### src/rtl/xmt_pkg.sv
// Types and codes shared by the markup tokenizer and its checker.
package xmt_pkg;

	localparam int unsigned CharW  = 8;
	localparam int unsigned RoleW  = 4;
	localparam int unsigned KindW  = 3;
	localparam int unsigned ErrorW = 3;

	localparam logic [RoleW-1:0] ROLE_SPACE   = 4'd0;
	localparam logic [RoleW-1:0] ROLE_LT      = 4'd1;
	localparam logic [RoleW-1:0] ROLE_SLASH   = 4'd2;
	localparam logic [RoleW-1:0] ROLE_NAME    = 4'd3;
	localparam logic [RoleW-1:0] ROLE_KEY     = 4'd4;
	localparam logic [RoleW-1:0] ROLE_EQ      = 4'd5;
	localparam logic [RoleW-1:0] ROLE_OPENQ   = 4'd6;
	localparam logic [RoleW-1:0] ROLE_VALUE   = 4'd7;
	localparam logic [RoleW-1:0] ROLE_CLOSEQ  = 4'd8;
	localparam logic [RoleW-1:0] ROLE_GT      = 4'd9;
	localparam logic [RoleW-1:0] ROLE_CONTENT = 4'd10;
	localparam logic [RoleW-1:0] ROLE_IGNORED = 4'd11;
	localparam logic [RoleW-1:0] ROLE_END     = 4'd12;

	localparam logic [KindW-1:0] KIND_NONE    = 3'd0;
	localparam logic [KindW-1:0] KIND_START   = 3'd1;
	localparam logic [KindW-1:0] KIND_ENDTAG  = 3'd2;
	localparam logic [KindW-1:0] KIND_CONTENT = 3'd3;
	localparam logic [KindW-1:0] KIND_EOI     = 3'd4;

	localparam logic [ErrorW-1:0] ERR_NONE       = 3'd0;
	localparam logic [ErrorW-1:0] ERR_NAME_START = 3'd1;
	localparam logic [ErrorW-1:0] ERR_ATTR_START = 3'd2;
	localparam logic [ErrorW-1:0] ERR_NO_EQ      = 3'd3;
	localparam logic [ErrorW-1:0] ERR_NO_QUOTE   = 3'd4;
	localparam logic [ErrorW-1:0] ERR_IN_VALUE   = 3'd5;

	localparam logic [CharW-1:0] CH_NUL   = 8'h00;
	localparam logic [CharW-1:0] CH_TAB   = 8'h09;
	localparam logic [CharW-1:0] CH_LF    = 8'h0A;
	localparam logic [CharW-1:0] CH_SP    = 8'h20;
	localparam logic [CharW-1:0] CH_DQ    = 8'h22;
	localparam logic [CharW-1:0] CH_SQ    = 8'h27;
	localparam logic [CharW-1:0] CH_DASH  = 8'h2D;
	localparam logic [CharW-1:0] CH_DOT   = 8'h2E;
	localparam logic [CharW-1:0] CH_SLASH = 8'h2F;
	localparam logic [CharW-1:0] CH_LT    = 8'h3C;
	localparam logic [CharW-1:0] CH_EQ    = 8'h3D;
	localparam logic [CharW-1:0] CH_GT    = 8'h3E;
	localparam logic [CharW-1:0] CH_USCORE = 8'h5F;

	typedef struct packed {
		logic [CharW-1:0] char_in;
		logic             end_of_input;
	} xmt_item_t;

	typedef struct packed {
		logic [CharW-1:0]  char_out;
		logic [RoleW-1:0]  role;
		logic [KindW-1:0]  token_kind;
		logic              token_begins;
		logic              content_closed;
		logic              tag_closed;
		logic              attr_begins;
		logic              attr_closed;
		logic [ErrorW-1:0] error_code;
	} xmt_result_t;

endpackage

### src/rtl/xml_markup_tokenizer_unit.sv
// Byte-serial tokenizer for a simple XML-like markup, one result per byte.
// Each accepted byte is held in the input register, and its result in the result register.
// Throughput: one byte per cycle while results are taken; the input register and
// the result register together let one more byte enter while a result waits to be taken.
// The rate is set by the single phase register, updated once per byte.
// Reset: arst_n clears the valid flags and returns the scanner between tokens.
module xml_markup_tokenizer_unit (
	input  logic                 clk,
	input  logic                 arst_n,
	input  logic                 item_valid,
	output logic                 item_ready,
	input  xmt_pkg::xmt_item_t   item,
	output logic                 result_valid,
	input  logic                 result_ready,
	output xmt_pkg::xmt_result_t result
);
	import xmt_pkg::*;

	typedef enum logic [3:0] {
		PH_BETWEEN,
		PH_AFTER_LT,
		PH_AFTER_SLASH,
		PH_NAME,
		PH_BODY,
		PH_KEY,
		PH_AFTER_KEY,
		PH_AFTER_EQ,
		PH_VALUE,
		PH_CONTENT,
		PH_ERROR
	} phase_t;

	function automatic logic is_blank(input logic [CharW-1:0] c);
		return c == CH_SP || c == CH_TAB || c == CH_LF;
	endfunction

	function automatic logic is_name_start(input logic [CharW-1:0] c);
		return (c >= 8'h61 && c <= 8'h7A) || (c >= 8'h41 && c <= 8'h5A) || c == CH_USCORE;
	endfunction

	function automatic logic is_name_char(input logic [CharW-1:0] c);
		return is_name_start(c) || c == CH_DASH || c == CH_DOT || (c >= 8'h30 && c <= 8'h39);
	endfunction

	phase_t      phase_q, phase_d;
	logic        quote_single_q, quote_single_d;
	logic        tag_end_q, tag_end_d;
	logic        valid_s1;
	xmt_item_t   item_s1;
	logic        out_valid_q;
	xmt_result_t out_q;
	xmt_result_t res_d;
	logic        advance;
	logic        move;
	logic [CharW-1:0] c;
	logic        eoi;
	logic [KindW-1:0] tag_kind;
	logic [CharW-1:0] close_quote;

	assign advance    = !out_valid_q || result_ready;
	assign move       = valid_s1 && advance;
	assign item_ready = !valid_s1 || advance;
	assign result_valid = out_valid_q;
	assign result       = out_q;

	assign c           = item_s1.char_in;
	assign eoi         = item_s1.end_of_input || c == CH_NUL;
	assign tag_kind    = tag_end_q ? KIND_ENDTAG : KIND_START;
	assign close_quote = quote_single_q ? CH_SQ : CH_DQ;

	always_comb begin
		res_d          = '0;
		res_d.char_out = c;
		phase_d        = phase_q;
		quote_single_d = quote_single_q;
		tag_end_d      = tag_end_q;
		if (eoi) begin
			res_d.role         = ROLE_END;
			res_d.token_kind   = KIND_EOI;
			res_d.token_begins = 1'b1;
			unique case (phase_q)
				PH_AFTER_LT, PH_AFTER_SLASH: res_d.error_code = ERR_NAME_START;
				PH_NAME, PH_BODY:            res_d.error_code = ERR_ATTR_START;
				PH_KEY, PH_AFTER_KEY:        res_d.error_code = ERR_NO_EQ;
				PH_AFTER_EQ:                 res_d.error_code = ERR_NO_QUOTE;
				PH_VALUE:                    res_d.error_code = ERR_IN_VALUE;
				PH_CONTENT:                  res_d.content_closed = 1'b1;
				default:                     res_d.error_code = ERR_NONE;
			endcase
			phase_d        = PH_BETWEEN;
			quote_single_d = 1'b0;
			tag_end_d      = 1'b0;
		end else begin
			unique case (phase_q)
				PH_CONTENT: begin
					if (c != CH_LT) begin
						res_d.role       = ROLE_CONTENT;
						res_d.token_kind = KIND_CONTENT;
					end else begin
						res_d.content_closed = 1'b1;
						res_d.role           = ROLE_LT;
						res_d.token_kind     = KIND_START;
						res_d.token_begins   = 1'b1;
						tag_end_d            = 1'b0;
						phase_d              = PH_AFTER_LT;
					end
				end
				PH_AFTER_LT, PH_AFTER_SLASH: begin
					if (phase_q == PH_AFTER_LT && c == CH_SLASH) begin
						tag_end_d        = 1'b1;
						res_d.role       = ROLE_SLASH;
						res_d.token_kind = KIND_ENDTAG;
						phase_d          = PH_AFTER_SLASH;
					end else if (is_name_start(c)) begin
						res_d.role       = ROLE_NAME;
						res_d.token_kind = tag_kind;
						phase_d          = PH_NAME;
					end else begin
						res_d.role       = ROLE_IGNORED;
						res_d.error_code = ERR_NAME_START;
						phase_d          = PH_ERROR;
					end
				end
				PH_NAME, PH_BODY: begin
					res_d.token_kind = tag_kind;
					priority if (phase_q == PH_NAME && is_name_char(c)) begin
						res_d.role = ROLE_NAME;
					end else if (is_blank(c)) begin
						res_d.role = ROLE_SPACE;
						phase_d    = PH_BODY;
					end else if (c == CH_GT) begin
						res_d.role       = ROLE_GT;
						res_d.tag_closed = 1'b1;
						phase_d          = PH_BETWEEN;
					end else if (is_name_start(c)) begin
						res_d.role        = ROLE_KEY;
						res_d.attr_begins = 1'b1;
						phase_d           = PH_KEY;
					end else begin
						res_d.role       = ROLE_IGNORED;
						res_d.token_kind = KIND_NONE;
						res_d.error_code = ERR_ATTR_START;
						phase_d          = PH_ERROR;
					end
				end
				PH_KEY, PH_AFTER_KEY: begin
					res_d.token_kind = tag_kind;
					priority if (phase_q == PH_KEY && is_name_char(c)) begin
						res_d.role = ROLE_KEY;
					end else if (is_blank(c)) begin
						res_d.role = ROLE_SPACE;
						phase_d    = PH_AFTER_KEY;
					end else if (c == CH_EQ) begin
						res_d.role = ROLE_EQ;
						phase_d    = PH_AFTER_EQ;
					end else begin
						res_d.role       = ROLE_IGNORED;
						res_d.token_kind = KIND_NONE;
						res_d.error_code = ERR_NO_EQ;
						phase_d          = PH_ERROR;
					end
				end
				PH_AFTER_EQ: begin
					res_d.token_kind = tag_kind;
					priority if (is_blank(c)) begin
						res_d.role = ROLE_SPACE;
					end else if (c == CH_DQ || c == CH_SQ) begin
						res_d.role     = ROLE_OPENQ;
						quote_single_d = c == CH_SQ;
						phase_d        = PH_VALUE;
					end else begin
						res_d.role       = ROLE_IGNORED;
						res_d.token_kind = KIND_NONE;
						res_d.error_code = ERR_NO_QUOTE;
						phase_d          = PH_ERROR;
					end
				end
				PH_VALUE: begin
					res_d.token_kind = tag_kind;
					if (c == close_quote) begin
						res_d.role        = ROLE_CLOSEQ;
						res_d.attr_closed = 1'b1;
						phase_d           = PH_BODY;
					end else begin
						res_d.role = ROLE_VALUE;
					end
				end
				PH_ERROR: begin
					res_d.role = ROLE_IGNORED;
				end
				default: begin
					priority if (is_blank(c)) begin
						res_d.role = ROLE_SPACE;
					end else if (c == CH_LT) begin
						res_d.role         = ROLE_LT;
						res_d.token_kind   = KIND_START;
						res_d.token_begins = 1'b1;
						tag_end_d          = 1'b0;
						phase_d            = PH_AFTER_LT;
					end else begin
						res_d.role         = ROLE_CONTENT;
						res_d.token_kind   = KIND_CONTENT;
						res_d.token_begins = 1'b1;
						phase_d            = PH_CONTENT;
					end
				end
			endcase
		end
	end

	always_ff @(posedge clk or negedge arst_n) begin
		if (!arst_n) begin
			valid_s1       <= 1'b0;
			out_valid_q    <= 1'b0;
			phase_q        <= PH_BETWEEN;
			quote_single_q <= 1'b0;
			tag_end_q      <= 1'b0;
		end else begin
			if (item_ready) begin
				valid_s1 <= item_valid;
				item_s1  <= item;
			end
			if (advance) begin
				out_valid_q <= valid_s1;
			end
			if (move) begin
				out_q          <= res_d;
				phase_q        <= phase_d;
				quote_single_q <= quote_single_d;
				tag_end_q      <= tag_end_d;
			end
		end
	end

endmodule

### config.mk
export PLATFORM = sky130hd
export DESIGN_NAME = xml_markup_tokenizer_unit
export DESIGN_NICKNAME = d
export VERILOG_FILES = /design/src/rtl/xmt_pkg.sv /design/src/rtl/xml_markup_tokenizer_unit.sv
export SDC_FILE = /design/constraint.sdc
export NUM_CORES = 1
export LEC_CHECK = 0
export ABC_AREA = 1
export BUFFER_PORTS_ARGS = -buffer_cell sky130_fd_sc_hd__buf_2
export CAP_MARGIN = 15
export CORE_MARGIN = 1
export CORE_UTILIZATION = 50
export DETAILED_ROUTE_END_ITERATION = 12
export GPL_TIMING_DRIVEN = 0
export MAX_ROUTING_LAYER = met4
export PLACE_DENSITY_LB_ADDON = 0.1
export SLEW_MARGIN = 0
export SYNTH_ARGS = -nofsm -noshare
export SYNTH_HDL_FRONTEND = slang
export SYNTH_SLANG_ARGS = --single-unit
export TNS_END_PERCENT = 5
### constraint.sdc
create_clock -name clk -period 3.7 [get_ports clk]
set_input_delay 0.74 -clock clk [delete_from_list [all_inputs] [get_ports clk]]
set_output_delay 0.74 -clock clk [all_outputs]
set_load 0.005 [all_outputs]
# Yosys cells after proc, flatten, opt, wreduce, memory -nomap -nowiden
# Index checks and enable logic that the tools add are counted.
[totals]
ff_bits = 40
out_inout_bits = 25
[op_classes]
n_mux = 78
bitwise_logic = 2
order_cmp = 6
eq_ne = 35
n_reduce_logical = 37
[ops]
columns = ["operator", "count"]
rows = [
  ["two-way mux 4 bit", 28],
  ["equality test 8 x 6 -> 1 bit (second input constant)", 9],
  ["one-hot mux 4 bit (7 select lines)", 2],
  ["two-way mux 2 bit", 16],
  ["two-way mux 3 bit", 7],
  ["one-hot mux 3 bit (7 select lines)", 1],
  ["inequality test 3 bit (second input constant)", 6],
  ["two-way mux 1 bit", 17],
  ["equality test 4 x 3 -> 1 bit (second input constant)", 4],
  ["equality test 8 x 4 -> 1 bit (second input constant)", 2],
  [">= comparator 8 x 7 -> 1 bit (second input constant)", 2],
  ["<= comparator 8 x 7 -> 1 bit (second input constant)", 2],
  ["one-hot mux 3 bit (5 select lines)", 1],
  ["two-way mux 7 bit", 2],
  ["equality test 4 bit (second input constant)", 3],
  ["one-hot mux 3 bit (4 select lines)", 1],
  ["logical OR 1 bit", 11],
  ["OR reduction 9 bit", 1],
  ["equality test 4 x 2 -> 1 bit (second input constant)", 2],
  ["equality test 8 x 6 -> 1 bit", 1],
  ["equality test 8 x 7 -> 1 bit (second input constant)", 1],
  [">= comparator 8 x 6 -> 1 bit (second input constant)", 1],
  ["<= comparator 8 x 6 -> 1 bit (second input constant)", 1],
  ["zero test 8 bit", 1],
  ["22 further kinds", 36],
]

# Depth between registers and ports, before layout
[depth]
word_depth = 11
depth_mapped = 16

# Worst setup path after synthesis
# OpenSTA, ideal clock, no wires.
[synth_timing]
path_type = "input port to flip-flop"
from = "input result_ready"
to = "register out_q (netlist bit result[0]), enable pin"
arrival_ns = 1.926
slack_ns = 1.371
n_path_buf = 0
cell_stages = 4
setup_ns = 0.403
path_cell_list = "inv_1 -> nand2_1 -> nand2_1 -> nor2_1"
[synth_via]
elab_chain_cells = 3
[synth_rtl]
columns = ["item", "line_no", "source"]
rows = [
  ["start: declaration", "xml_markup_tokenizer_unit.sv:14", "input logic result_ready,"],
  ["logical OR 1 bit", "xml_markup_tokenizer_unit.sv:60", "assign advance = !out_valid_q || result_ready;"],
  ["logical AND 1 bit", "xml_markup_tokenizer_unit.sv:61", "assign move = valid_s1 && advance;"],
  ["AND reduction 2 bit (no source line)", "--", ""],
  ["end signal: assignment", "xml_markup_tokenizer_unit.sv:227", "out_q <= res_d;"],
  ["end: declaration", "xml_markup_tokenizer_unit.sv:51", "xmt_result_t out_q;"],
]
# Every way passes these cells.
# A chain may end at the register's enable or synchronous reset.

# Worst setup path in the final report
[layout_timing]
from = "register item_s1 (netlist bit c[0])"
to = "register out_q (netlist bit result[12]) (data pin)"
[layout_via]
elab_chain_cells = 10
elab_cells_between_ends = 47
classes_between = "order compare (6); eq/ne (12); mux (14); reduce/logical (15)"
[layout_rtl]
columns = ["item", "line_no", "source"]
rows = [
  ["start: declaration", "xml_markup_tokenizer_unit.sv:49", "xmt_item_t item_s1;"],
  ["start signal: assignment", "xml_markup_tokenizer_unit.sv:221", "item_s1 <= item;"],
  ["branches (longest 10 deep; another with >= comparator 8 x 7 -> 1 bit)", "--", ""],
]
# Several ways; the timed one is not identified.

==> impl_metrics.toml <==
[timing]
finalCriticalPeriod_ns = 2.16
rsz_0062_raised_after_global_routing = "no"
tns_ns = 0
timing.final.setup_violations = 0
final_max_slew_viol_count = 0
layout_worst_path_cycle_share_pct = 58.3
finalHoldViolCount = 0
worst_hold_slack_ns = 0.280
worst_slew_margin_rel_pct = 61.0
clock_skew_ns = 0.0106
transition_time_of_the_tightest_slew_check_pin_ns = 0.583
fmaxAchievable_mhz = 464

[global_route]
grt_start_max_net_pins = 22
grt.overflow.total = 0
grt_use_total_pct = 26.1
grt_pass1_vias = 2035
wire_length_of_the_first_global_routing_pass_um = 9940
antenna_violations_before_repair = 0

[worst_setup_path]
timing.critical_path.to_type = "flip-flop"
worst_case_register_to_register_setup_slack_ns = 1.54
cp_data_required_time_ns = 3.74
critical_path_peak_fanout = 7
cp-start-kind = "flip-flop"
timing.critical_path.arrival_ns = 2.20
worst_r2r_endpoint = "result[12]$_SDFFCE_PP0P_"
timing.reg2reg.worst_path_depth = 13
regToRegStartpoint = "c[0]$_DFFE_PP_"
critPathKind = "reg -> reg"

[placed_design]
rd_place_congestion = 0.942
place.port_buffers = 37
place_inst = 400
dp.final_hpwl_um = 4580

[min_path]
worst_hold_check_path_type = "in -> async"

[synthesis]
postSynthRegisterBits = 40
synth.largest_area_cell = "sky130_fd_sc_hd__edfxtp_1"
synth.top_cells.by_area = "sky130_fd_sc_hd__edfxtp_1 (40%), sky130_fd_sc_hd__nand2_1 (13%), sky130_fd_sc_hd__dfrtp_1 (8.3%), sky130_fd_sc_hd__nor2_1 (6.7%), sky130_fd_sc_hd__inv_1 (6.2%)"
synth.most_common_cell = "sky130_fd_sc_hd__nand2_1"
syn_nets = 323
synth_top_cells_by_count = "sky130_fd_sc_hd__nand2_1 (83), sky130_fd_sc_hd__nor2_1 (43), sky130_fd_sc_hd__inv_1 (40), sky130_fd_sc_hd__edfxtp_1 (32), sky130_fd_sc_hd__nand3_1 (25)"
synthesis.area_per_instance_sq_um = 7.82
postSynthCellCount = 310
synth-async-reset-ratio_pct = 20.0
synthesis.area_sq_um = 2420
synth-seq-area-share_pct = 47.9
synth_top_flop_cell = "sky130_fd_sc_hd__edfxtp_1"
synth_enable_flop_cells = 32
synth_warnings = 0
synth_top_area_share_pct = 39.6
yosys.cell_types.count = 32

[floorplan]
die-area_sq_um = 5130
coreArea_sq_um = 4500
top_level_ports = 38
initial_utilization_pct = 53.8
die-width_um = 71.6
die_y_um = 71.6
row_count = 24

[final_layout]
areaGrowthSynthToFinish_pct = 14.6
fill_cells = 409
post_route_cells_drive_above_1_share_pct = 20.8
ff_latch_area_sq_um = 1160
multiInputGateArea_sq_um = 1080
final_net_count = 368
fin_cells = 408
num_antenna_cells = 0

[clocking]
tritoncts = "done"
deepest_level_of_the_cts_h_tree = 2
clockBufferDepth = 2
ctsResizeCount = 0
clock_sinks = 40
clkSlewWorstSetupHoldPaths_ns = 0.08
insertion_delay_ns = 0.30
cts-hold-fix-buffers = 0
cts_inserted_buffers = 5
root_buffer = "sky130_fd_sc_hd__clkbuf_8"
post_cts.repair.setup_buffers = 0

[power]
design_power_total_mw = 1.56
power.ir.vdd_worst_v = 0.000341
power.leakage_nw = 1.31
power.density_nw_per_um2 = 563

[run_status]
run_status = "completed"

[route]
routed_length_per_placed_instance_um = 14.3
avgViaCountPerCell = 5.40
wl_um = 5850
drtPass1Iterations = 5
drt.antenna.violating_nets = 0
first_iter_violations = 203
routed-via-count = 2203
drt_drc_violations_left = 0

[run]
timing.max_cap.violations = 0
==> final cells by class <==
| class | count | share of cell area (%) |
|---|---|---|
| multi-input combinational | 221 | 38.7 |
| timing repair buffer | 38 | 7.21 |
| clock inverter | 2 | 0.450 |
| inverter | 46 | 6.31 |
| clock buffer | 6 | 2.61 |
| tap | 52 | 2.34 |
| sequential | 40 | 41.8 |
| buffer | 3 | 0.541 |
==> placed cells by master, fill, tap and decap left out, types with 5 or more instances in the layout <==
master / count
sky130_fd_sc_hd__buf_2: 40
sky130_fd_sc_hd__clkbuf_8: 5
sky130_fd_sc_hd__dfrtp_1: 8
sky130_fd_sc_hd__edfxtp_1: 32
sky130_fd_sc_hd__inv_1: 40
sky130_fd_sc_hd__inv_2: 5
sky130_fd_sc_hd__nand2_1: 83
sky130_fd_sc_hd__nand2_2: 6
sky130_fd_sc_hd__nand3_1: 25
sky130_fd_sc_hd__nand4_1: 11
sky130_fd_sc_hd__nor2_1: 42
sky130_fd_sc_hd__nor3_1: 6
sky130_fd_sc_hd__o21ai_0: 11
sky130_fd_sc_hd__o21ai_1: 9
==> cells by family (layout without fill, tap and decap cells) <==
kind of cell	Yosys count	after routing	share of synthesized area, %
AND/OR/NAND/NOR	186	186	34.9
flip-flops	40	40	47.9
AO/OA/AOI/OAI	34	34	9.03
XOR/XNOR	1	1	0.361
buffers and inverters	49	95	7.84
==> where the power goes <==
part	total (mW)	leakage, nW	switching [mW]	internal, mW
logic	0.663	0.865	0.444	0.220
registers	0.617	0.405	0.0487	0.568
clock network	0.283	0.0412	0.151	0.132
total	1.56	1.31	0.644	0.919
==> flip-flops by register name, indices dropped and copies added (netlist names) <==
signal and flops:
result 23, c 8, phase_q 4, item_s1 1
quote_single_q 1, result_valid 1, tag_end_q 1, valid_s1 1
==> worst max path at each step <==
stage	start	end	depth (start not counted)
detailed placement	c[0]$_DFFE_PP_	result[12]$_SDFFCE_PP0P_	13
global route	c[0]$_DFFE_PP_	result[11]$_SDFFCE_PP0P_	10
finish	c[0]$_DFFE_PP_	result[12]$_SDFFCE_PP0P_	13
floorplan	result_ready	result[0]$_DFFE_PP_	4
global placement	result_ready	result[8]$_SDFFCE_PP0P_	5
CTS	c[0]$_DFFE_PP_	result[12]$_SDFFCE_PP0P_	13
==> worst max-delay path, cell delays in order, from the launching register on <==
cell and delay (ns):
sky130_fd_sc_hd__edfxtp_1 0.55, sky130_fd_sc_hd__inv_1 0.19, sky130_fd_sc_hd__nand2_2 0.14, sky130_fd_sc_hd__nor2_1 0.05, sky130_fd_sc_hd__nand2_1 0.05, sky130_fd_sc_hd__nand3_1 0.08
sky130_fd_sc_hd__nand2_2 0.10, sky130_fd_sc_hd__nand3_2 0.10, sky130_fd_sc_hd__nand2_1 0.15, sky130_fd_sc_hd__inv_1 0.12, sky130_fd_sc_hd__nor2_1 0.13, sky130_fd_sc_hd__nand3_1 0.10
sky130_fd_sc_hd__nor2_1 0.10, sky130_fd_sc_hd__nor2_1 0.05
==> metal layers <==
layer	track usage, %	part of all wire, %	vias up
met1	36.7	49	980
met3	4.36	6.6	14
met2	38.5	43	96
met5	-	0	-
met4	8.93	2.3	0
li1	-	-	1113
==> through the flow <==
stage	util (%)	worst slack, ns	instance area [sq um]
final	61.7	1.54	2780
after global placement	59.4	0.799	2680
after CTS	61.7	1.60	2780
after detailed placement	59.8	1.62	2690
after floorplan	-	1.37	2420
after global routing	61.7	1.32	2780
Note: power is estimated with default switching activity, not from simulation.
